$ cat src/sv/atfp_pkg.sv
// Shared types and byte codes for the attitude text frame parser.
// No dependencies; imported by atfp_step and the core.
package atfp_pkg;

    localparam logic [7:0] BYTE_START = 8'd61;
    localparam logic [7:0] BYTE_NL    = 8'd10;
    localparam logic [7:0] BYTE_COMMA = 8'd44;
    localparam logic [7:0] BYTE_CR    = 8'd13;
    localparam logic [7:0] BYTE_POINT = 8'd46;
    localparam logic [7:0] BYTE_MINUS = 8'd45;
    localparam logic [7:0] BYTE_ZERO  = 8'd48;
    localparam logic [7:0] BYTE_NINE  = 8'd57;

    localparam logic [14:0] MAG_MAX = 15'h7FFF;

    localparam logic [1:0] FIELD_X = 2'd0;
    localparam logic [1:0] FIELD_Y = 2'd1;
    localparam logic [1:0] FIELD_Z = 2'd2;

    typedef struct packed {
        logic        in_frame;
        logic        data_ended;
        logic [1:0]  field_number;
        logic        at_field_start;
        logic        field_negative;
        logic [14:0] magnitude;
        logic [15:0] first_value;
        logic [15:0] second_value;
        logic        saturated_seen;
    } parse_state_t;

    typedef struct packed {
        logic        overflow;
        logic [15:0] angle_z;
        logic [15:0] angle_y;
        logic [15:0] angle_x;
    } frame_result_t;

    localparam parse_state_t STATE_RESET = '{
        in_frame:       1'b0,
        data_ended:     1'b0,
        field_number:   FIELD_X,
        at_field_start: 1'b1,
        field_negative: 1'b0,
        magnitude:      15'd0,
        first_value:    16'd0,
        second_value:   16'd0,
        saturated_seen: 1'b0
    };

endpackage

$ cat src/sv/attitude_text_frame_parser_core.sv
// Attitude text frame parser core: input byte register, parse state, result register.
// Depends on atfp_pkg and atfp_step.
//
// A '\n' byte goes through the input byte register, atfp_step and the result register.
// Throughput: one byte per cycle unless output is stalled; the whole parse step is one
// pass of atfp_step between the input byte register and the state/result registers.
// Reset (rst_n low, asynchronous): both stages empty, parser idle outside a frame.
module attitude_text_frame_parser_core
    import atfp_pkg::*;
(
    input  logic        clk,
    input  logic        rst_n,
    // input byte request
    input  logic        s_tvalid,
    output logic        s_tready,
    input  logic [7:0]  s_tdata,    // [7:0] rx_byte
    // result request
    output logic        m_tvalid,
    input  logic        m_tready,
    output logic [55:0] m_tdata     // [15:0] angle_x, [31:16] angle_y,
                                    // [47:32] angle_z, [48] overflow, [55:49] zero
);

    logic          in_valid_reg;
    logic [7:0]    in_byte_reg;
    parse_state_t  state_reg;
    parse_state_t  state_next;
    logic          out_valid_reg;
    frame_result_t out_data_reg;
    frame_result_t step_result;
    logic          step_emit;
    logic          advance;

    // The byte stage moves on whenever the result register is empty or being drained.
    assign advance  = !out_valid_reg || m_tready;
    assign s_tready = !in_valid_reg || advance;

    atfp_step u_step (
        .state_cur (state_reg),
        .rx_byte   (in_byte_reg),
        .state_nxt (state_next),
        .emit      (step_emit),
        .result    (step_result)
    );

    // Input register: hold the byte until the parse step consumes it.
    always_ff @(posedge clk or negedge rst_n)
    begin
        if (!rst_n)
        begin
            in_valid_reg <= 1'b0;
        end
        else if (s_tready)
        begin
            in_valid_reg <= s_tvalid;
        end
    end

    always_ff @(posedge clk)
    begin
        if (s_tready && s_tvalid)
        begin
            in_byte_reg <= s_tdata;
        end
    end

    // Parse state: advance once per consumed byte.
    always_ff @(posedge clk or negedge rst_n)
    begin
        if (!rst_n)
        begin
            state_reg <= STATE_RESET;
        end
        else if (in_valid_reg && advance)
        begin
            state_reg <= state_next;
        end
    end

    // Result register: load on a frame end, drop once taken.
    always_ff @(posedge clk or negedge rst_n)
    begin
        if (!rst_n)
        begin
            out_valid_reg <= 1'b0;
        end
        else if (advance)
        begin
            out_valid_reg <= in_valid_reg && step_emit;
        end
    end

    always_ff @(posedge clk)
    begin
        if (advance && in_valid_reg && step_emit)
        begin
            out_data_reg <= step_result;
        end
    end

    assign m_tvalid = out_valid_reg;
    assign m_tdata  = {7'd0, out_data_reg};

`ifndef SYNTH
    // The field index never passes the third field.
    a_field_range: assert property (@(posedge clk) disable iff (!rst_n)
        state_reg.field_number != 2'd3)
        else $error("field index out of range");

    // A result appears only right after a newline byte was consumed.
    a_result_cause: assert property (@(posedge clk) disable iff (!rst_n)
        $rose(out_valid_reg) |-> $past(in_valid_reg && in_byte_reg == BYTE_NL))
        else $error("result without newline");

    // Saturated magnitudes never produce the most negative code.
    a_no_min_code: assert property (@(posedge clk) disable iff (!rst_n)
        out_valid_reg |-> (out_data_reg.angle_x != 16'h8000 &&
                           out_data_reg.angle_y != 16'h8000 &&
                           out_data_reg.angle_z != 16'h8000))
        else $error("angle outside saturation range");

    // Back-pressure on the input only comes from a stalled full pipeline.
    a_stall_cause: assert property (@(posedge clk) disable iff (!rst_n)
        !s_tready |-> (in_valid_reg && out_valid_reg && !m_tready))
        else $error("input stalled without cause");
`endif

endmodule

$ cat src/sv/atfp_step.sv
// Next-state and result logic for one received byte of an attitude frame.
// Depends on atfp_pkg for the state and result types.
module atfp_step
    import atfp_pkg::*;
(
    input  parse_state_t  state_cur,
    input  logic [7:0]    rx_byte,
    output parse_state_t  state_nxt,
    output logic          emit,
    output frame_result_t result
);

    logic [15:0] cur_value;
    logic [18:0] acc_sum;
    logic [3:0]  digit;
    logic        is_digit;

    always_comb
    begin
        cur_value = state_cur.field_negative ? (16'd0 - {1'b0, state_cur.magnitude})
                                             : {1'b0, state_cur.magnitude};
        is_digit  = rx_byte inside {[BYTE_ZERO:BYTE_NINE]};
        digit     = 4'(rx_byte - BYTE_ZERO);
        // magnitude * 10 + digit
        acc_sum   = ({4'd0, state_cur.magnitude} << 3) + ({4'd0, state_cur.magnitude} << 1)
                  + {15'd0, digit};
    end

    always_comb
    begin
        state_nxt = state_cur;
        emit      = 1'b0;
        result    = '0;
        if (rx_byte == BYTE_START)
        begin
            state_nxt          = STATE_RESET;
            state_nxt.in_frame = 1'b1;
        end
        else if (state_cur.in_frame)
        begin
            if (rx_byte == BYTE_NL)
            begin
                emit               = 1'b1;
                state_nxt.in_frame = 1'b0;
                result.overflow    = state_cur.saturated_seen;
                result.angle_x     = state_cur.first_value;
                case (state_cur.field_number)
                    FIELD_X:
                    begin
                        result.angle_x = state_cur.data_ended ? state_cur.first_value
                                                              : cur_value;
                    end
                    FIELD_Y:
                    begin
                        result.angle_y = state_cur.data_ended ? state_cur.second_value
                                                              : cur_value;
                    end
                    default:
                    begin
                        result.angle_y = state_cur.second_value;
                        result.angle_z = cur_value;
                    end
                endcase
            end
            else if (!state_cur.data_ended)
            begin
                if (rx_byte == BYTE_CR || rx_byte == BYTE_COMMA)
                begin
                    case (state_cur.field_number)
                        FIELD_X: state_nxt.first_value  = cur_value;
                        FIELD_Y: state_nxt.second_value = cur_value;
                        default: ;
                    endcase
                    if (rx_byte == BYTE_CR || state_cur.field_number == FIELD_Z)
                    begin
                        state_nxt.data_ended = 1'b1;
                    end
                    else
                    begin
                        state_nxt.field_number   = state_cur.field_number + 2'd1;
                        state_nxt.at_field_start = 1'b1;
                        state_nxt.field_negative = 1'b0;
                        state_nxt.magnitude      = 15'd0;
                    end
                end
                else
                begin
                    if (rx_byte == BYTE_MINUS && state_cur.at_field_start)
                    begin
                        state_nxt.field_negative = 1'b1;
                    end
                    else if (is_digit)
                    begin
                        if (acc_sum > {4'd0, MAG_MAX})
                        begin
                            state_nxt.magnitude      = MAG_MAX;
                            state_nxt.saturated_seen = 1'b1;
                        end
                        else
                        begin
                            state_nxt.magnitude = acc_sum[14:0];
                        end
                    end
                    // '.' and other bytes only consume the field start
                    state_nxt.at_field_start = 1'b0;
                end
            end
        end
    end

endmodule
$ cat config.mk
export PLATFORM = sky130hd
export DESIGN_NAME = attitude_text_frame_parser_core
export DESIGN_NICKNAME = d
export VERILOG_FILES = /design/src/sv/atfp_pkg.sv /design/src/sv/attitude_text_frame_parser_core.sv /design/src/sv/atfp_step.sv
export SDC_FILE = /design/constraint.sdc
export NUM_CORES = 1
export LEC_CHECK = 0
export CORE_MARGIN = 2
export CORE_UTILIZATION = 58
export DETAILED_ROUTE_END_ITERATION = 10
export DONT_BUFFER_PORTS = 1
export PLACE_DENSITY = 0.77
export SLEW_MARGIN = 30
export SYNTH_ARGS = -nofsm -noshare
export SYNTH_HDL_FRONTEND = slang
export SYNTH_SLANG_ARGS = --single-unit
$ cat constraint.sdc
create_clock -name clk -period 4.41 [get_ports clk]
set_input_delay 0.441 -clock clk [delete_from_list [all_inputs] [get_ports clk]]
set_output_delay 0.441 -clock clk [all_outputs]
set_load 0.05 [all_outputs]
; Yosys cells after proc, flatten, opt, wreduce, memory -nomap -nowiden
; Cells that the tools add are included.
[word_totals]
output_inout_bits = 58
in_bits = 12
reg_bits = 113
word_cells = 99
[classes]
muxes = 28
magnitude_cmp = 3
bitwise = 2
add_sub_neg = 5
n_eq_ne = 14
reduce_logical = 31
[ops]
columns = cell, n
row1 = two-way mux 54 bit, 2
row2 = two-way mux 53 bit, 2
row3 = two-way mux 16 bit, 6
row4 = two-way mux 15 bit, 3
row5 = two-way mux 32 bit, 1
row6 = case mux 16 bit (2 select lines), 1
row7 = equality test 8 x 6 -> 1 bit (second input constant), 3
row8 = AND reduction 6 bit, 4
row9 = adder 18 x 16 -> 19 bit, 1
row10 = adder 19 x 4 -> 19 bit, 1
row11 = greater-than comparator 19 x 15 -> 1 bit (second input constant), 1
row12 = two-way mux 19 bit, 1
row13 = two-way mux 17 bit, 1
row14 = equality test 8 x 4 -> 1 bit (second input constant), 2
row15 = subtractor 1 x 15 -> 16 bit (first input constant), 1
row16 = nonzero test 2 bit, 6
row17 = two-way mux 1 bit, 10
row18 = inequality test 2 x 1 -> 1 bit (second input constant), 5
row19 = >= comparator 8 x 6 -> 1 bit (second input constant), 1
row20 = <= comparator 8 x 6 -> 1 bit (second input constant), 1
row21 = AND reduction 8 bit, 1
row22 = AND reduction 7 bit, 1
row23 = logical AND 1 bit, 6
row24 = nonzero test 3 bit, 2
row25 = 15 further kinds, 20

; Longest topological paths before layout
[depth]
word_depth = 11
ltp_mapped = 12
mapped_depth_nobuf = 11

; Hierarchy
; A second synthesis with hierarchy kept.
[hier_totals]
hier_cells = 626
hier_area_um2 = 6814.0
[modules_own_cells]
columns = mod, seq_area_each_um2, n_inst, area_each_um2, cells_per_inst
row1 = attitude_text_frame_parser_core, 3114.2, 1, 4081.4, 189
row2 = atfp_step, 0.0, 1, 2732.6, 437

; Least setup slack after synthesis
; Ideal clock, no wire load.
[synth_path]
path_type = reg2reg
startpoint = reg in_byte_reg[5]
endpoint = reg out_data_reg, in the netlist m_tdata[0], enable pin
required_time_ns = 3.954
synth_period_minus_slack_ns = 4.206
arrival_ns = 3.750
stages_incl_launch_ff = 8
slack_ns = 0.204
setup_time_ns = 0.456
path_buffers = 3
cell_sequence = edfxtp_1 buf_2 or4_4 nor2_1 nand2_1 clkbuf_1 clkbuf_1 nor2_1
[synth_between]
elab_chain_len = 5
elab_cells_between_ends = 6
cone_classes = eq/ne: 2 / mux: 3 / reduce/logical: 1
[synth_rtl]
columns = item, line_no
row1 = "start, declared", attitude_text_frame_parser_core.sv:25  ; logic [7:0] in_byte_reg;
row2 = "start signal, assigned", attitude_text_frame_parser_core.sv:63  ; in_byte_reg <= s_tdata;
row3 = equality test 8 x 4 -> 1 bit, atfp_step.sv:41  ; if (rx_byte == BYTE_NL)
row4 = two-way mux 1 bit, atfp_step.sv:41
row5 = two-way mux 1 bit, atfp_step.sv:39  ; else if (state_cur.in_frame)
row6 = two-way mux 1 bit (*), atfp_step.sv:34  ; if (rx_byte == BYTE_START)
row7 = logical AND 1 bit (*), attitude_text_frame_parser_core.sv:95  ; if (advance && in_valid_reg && step_emit)
row8 = "end signal, assigned", attitude_text_frame_parser_core.sv:97  ; out_data_reg <= step_result;
row9 = "end, declared", attitude_text_frame_parser_core.sv:29  ; frame_result_t out_data_reg;
; Mark *: on every way between the ends. The rest lies on a longest branch, timed or not.
; A chain may end at the register's enable or synchronous reset.

; Worst setup path after layout
[layout_path]
startpoint = reg state_reg[33] (netlist name)
endpoint = reg state_reg[36] (netlist name)
[layout_between]
elab_chain_len = 11
[layout_rtl]
columns = item, line_no
row1 = "start, declared", attitude_text_frame_parser_core.sv:26  ; parse_state_t state_reg;
row2 = "start signal, assigned", attitude_text_frame_parser_core.sv:76  ; state_reg <= state_next;
row3 = adder 18 x 16 -> 19 bit (*), atfp_step.sv:25  ; acc_sum = ({4'd0, state_cur.magnitude} << 3) + ({4'd0, state_cur.magnitude} << 1)
row4 = adder 19 x 4 -> 19 bit (*), atfp_step.sv:26  ; + {15'd0, digit};
row5 = greater-than comparator 19 x 15 -> 1 bit, atfp_step.sv:94  ; if (acc_sum > {4'd0, MAG_MAX})
row6 = two-way mux 15 bit (*), atfp_step.sv:94
row7 = two-way mux 15 bit (*), atfp_step.sv:92  ; else if (is_digit)
row8 = two-way mux 15 bit (*), atfp_step.sv:88  ; if (rx_byte == BYTE_MINUS && state_cur.at_field_start)
row9 = two-way mux 17 bit (*), atfp_step.sv:67  ; if (rx_byte == BYTE_CR || rx_byte == BYTE_COMMA)
row10 = two-way mux 53 bit (*), atfp_step.sv:65  ; else if (!state_cur.data_ended)
row11 = two-way mux 53 bit (*), atfp_step.sv:41
row12 = two-way mux 54 bit (*), atfp_step.sv:39
row13 = two-way mux 54 bit (*), atfp_step.sv:34
; Mark *: on every way between the ends. The rest lies on a longest branch, timed or not. The select of a mux whose other input is x is not followed.

==> results by group <==
Run status
  • Status: complete, no violations

Setup path
  • Cell Chain, Critical Path: inv_1, fa_1, inv_1, ha_1, a211oi_1, o21ai_1, o2111a_1, a211oi_1, mux2i_1, a22oi_4, a41oi_1
  • Critical path's slowest cell: fa_1
  • CP required: approximately 4.8 ns
  • Critical path launch point type: flip-flop
  • CP arrival: 3.93 ns
  • Buffers & Inverters on Critical Path: 2
  • Critical path class: reg2reg
  • Largest stage delay on the critical path: 0.60 ns
  • CP max FO: 16
  • Cell family with most CP delay: compound AO/OA/AOI/OAI gates
  • Worst Setup End Kind: flip-flop

Logic synthesis
  • Syn Area/Cell: 11.2 um^2
  • Yosys top cell area share: 0.281
  • Number of synthesized flops with an enable pin: 57
  • Distinct cells, synth: 70
  • Ys flop type: edfxtp_1
  • Post-synth top area cell: edfxtp_1
  • Register area share after synthesis: 0.512
  • Yosys warns: 0
  • Synth async-reset ratio: 0.496
  • Register bit count reported by yosys: 113
  • Largest cells by area after synthesis: edfxtp_1 (28%), dfrtp_1 (23%), ha_1 (6.8%), mux2_2 (5.6%), nor2_1 (4.1%)
  • Mapped Area: between 0.006 and 0.007 mm^2
  • Post-Synthesis Cells: 543

Routing
  • Top layer in use: met4
  • Wire per inst: 18.6 um
  • DRT iter0 DRCs: 427
  • WL met1: 5630 um
  • Vias per cell: 6.16
  • DR pass1 iterations: 5
  • DR WL met2: 6310 um
  • Total Routed Length: 13100 um
  • Met3 wire len: ~890 um
  • Final ANT Viol Nets: 0
  • Via count: 4333
  • DRC Markers: 0

Layout
  • Number of flip-flops in the largest register: 54
  • Layout cell share with drive strength beyond 1: 0.153
  • Final nets: 601
  • Number of antenna diodes: 0
  • Area growth, synth to finish: 12.5%
  • Fill count: 760
  • Most frequent cells in the layout: nor2_1 (65), edfxtp_1 (57), dfrtp_1 (55)
  • Leading cell type in the layout, fill and taps excluded: nor2_1

STA
  • Final min period: about 3.6 ns
  • RSZ-0062 raised after global routing: no
  • Slew Viols, Final: 0
  • Final Hold Vio Count: 0
  • Worst-margin pin slew: 0.912 ns
  • Final setup viols: 0
  • Relative slew slack: 0.389
  • Period utilisation layout: 0.809
  • Clock skew: ~0.0079 ns
  • Setup_tns: 0 ns
  • F_max: 280 MHz

Die
  • Die span in y: 106 um
  • Width of the die: 106 um
  • # rows: 37
  • Die footprint: 0.0113 mm^2
  • Core box area: 0.0103 mm^2
  • I/O pin count: 70
  • Initial Util: 0.592

Clock network
  • Root buf cell: clkbuf_8
  • Worst-skew pair later-pin latency: 0.52 ns
  • Clock Path Buffers: 2
  • CTS tree: yes
  • Clock slew at reported path FFs: 0.06 ns
  • Clock sinks: 113
  • Setup Buffers After CTS: 0
  • CTS Buf Count: 17
  • H-tree Lvls: 4

Power
  • Tot Pwr: between 0.002 and 0.0025 W
  • P per Cell Area: about 370 mW/mm^2
  • Leak: 3.02 nW
  • Max IR drop VDD: 0.270 mV
  • Clock share of power: 0.512
  • Sequential fraction of design power: 0.452
  • Internal power: 0.00196 W
  • Net Sw Frac: 0.218
  • Switch Pwr: 0.000544 W
  • Comb power frac: 0.035

Global routing
  • Via count of the first global-routing pass: 4310
  • First-pass GRT wire length: 21200 um
  • Total GRT Usage: 0.241
  • Initial antenna violation count: 0
  • Largest net degree at the start of global routing: 57
  • GRT overflow: 0

Flow run
  • Max-Cap Viols: 0

Hold path
  • Hold crit path type: in2reg

Placed design
  • Port Buffers: 0
  • Final HPWL DP: between 8000 and 9000 um
  • GPL Wtd Cong: 0.860
[per-layer routing]
layer	vias to the layer above	track usage
li1	2014	-
met1	2100	0.317
met2	198	0.381
met3	21	0.0625
met4	0	0.0983
met5	-	0
[cell type report]
type,count,area [um^2],area share
Clock buffer,21,439,0.0642
Clock inverter,11,115,0.0168
Sequential cell,113,3110,0.455
Inverter,14,52.6,0.00768
Multi-Input combinational cell,392,2790,0.408
Tap cell,136,170,0.0249
Timing Repair Buffer,16,163,0.0238
[cell usage after synthesis, types with 9 or more instances]
master	instances
a211oi_1	16
a21oi_1	38
a31oi_1	18
buf_4	10
clkbuf_1	10
dfrtp_1	55
edfxtp_1	57
ha_1	33
inv_1	14
mux2_2	30
nand2_1	32
nand3_1	9
nor2_1	66
o21ai_0	33
xor2_1	15
[worst paths after layout]
path,from,slack [ns],depth (start not counted),end
worst max register to register,state_reg[33]$_DFFE_PN0P_,0.84,11,state_reg[36]$_DFFE_PN0P_
max in group asynchronous,rst_n,3.67,2,state_reg[49]$_DFFE_PN1P_
worst min-delay path,s_tvalid,0.03,1,in_valid_reg$_DFFE_PN0N_
min in group asynchronous,rst_n,0.44,2,state_reg[5]$_DFFE_PN0P_
worst max-delay path,state_reg[33]$_DFFE_PN0P_,0.84,11,state_reg[36]$_DFFE_PN0P_
worst min register to register,state_reg[17]$_DFFE_PN0P_,0.51,1,state_reg[17]$_DFFE_PN0P_
[power by group through the flow]
stage          registers [W]  clock network (W)  logic [W]
6_report             0.00113            0.00128  0.0000884
5_1_grt              0.00113            0.00135  0.0000962
4_1_cts              0.00113            0.00128  0.0000826
3_5_place_dp         0.00115                  0  0.0000672
3_3_place_gp         0.00115                  0  0.0000649
2_1_floorplan        0.00114                  0  0.0000627
[worst reg2reg max path: stages, from the launching register on]
cell	delay, ns
dfrtp_1	0.44
inv_1	0.18
fa_1	0.60
inv_1	0.06
ha_1	0.31
a211oi_1	0.21
o21ai_1	0.19
o2111a_1	0.28
a211oi_1	0.33
mux2i_1	0.17
a22oi_4	0.43
a41oi_1	0.20
[logic make-up after synthesis]
| kind of cell | Yosys count | share of synthesized area |
|---|---|---|
| simple gates | 149 | 0.124 |
| fa+ha+maj | 35 | 0.0744 |
| mux | 35 | 0.0654 |
| xor+xnor | 23 | 0.0343 |
| other cells | 1 | 0.000616 |
| compound gates | 143 | 0.154 |
| buf+inv | 44 | 0.0362 |
| flops | 113 | 0.512 |
[stage by stage]
| step | utilization | area, um^2 | hold WS, ns | worst slack (ns) | instances |
|---|---|---|---|---|---|
| 3_3_place_gp | 0.600 | 6170 | 0.147 | 1.07 | 661 |
| 4_1_cts | 0.658 | 6770 | 0.000611 | 0.867 | 695 |
| 5_1_grt | 0.666 | 6850 | 0.0101 | 0.602 | 703 |
| 3_5_place_dp | 0.601 | 6170 | 0.147 | 0.896 | 661 |
| 6_report | 0.666 | 6850 | 0.0280 | 0.843 | 703 |
| 2_1_floorplan | - | 6110 | 0.145 | 0.204 | 549 |
[timing repair]
action,CTS,global route
hold endpoints to repair,56,8
hold buffers,2,8
gates resized for setup,0,0
No activity file was read; power rests on OpenSTA's default activity.
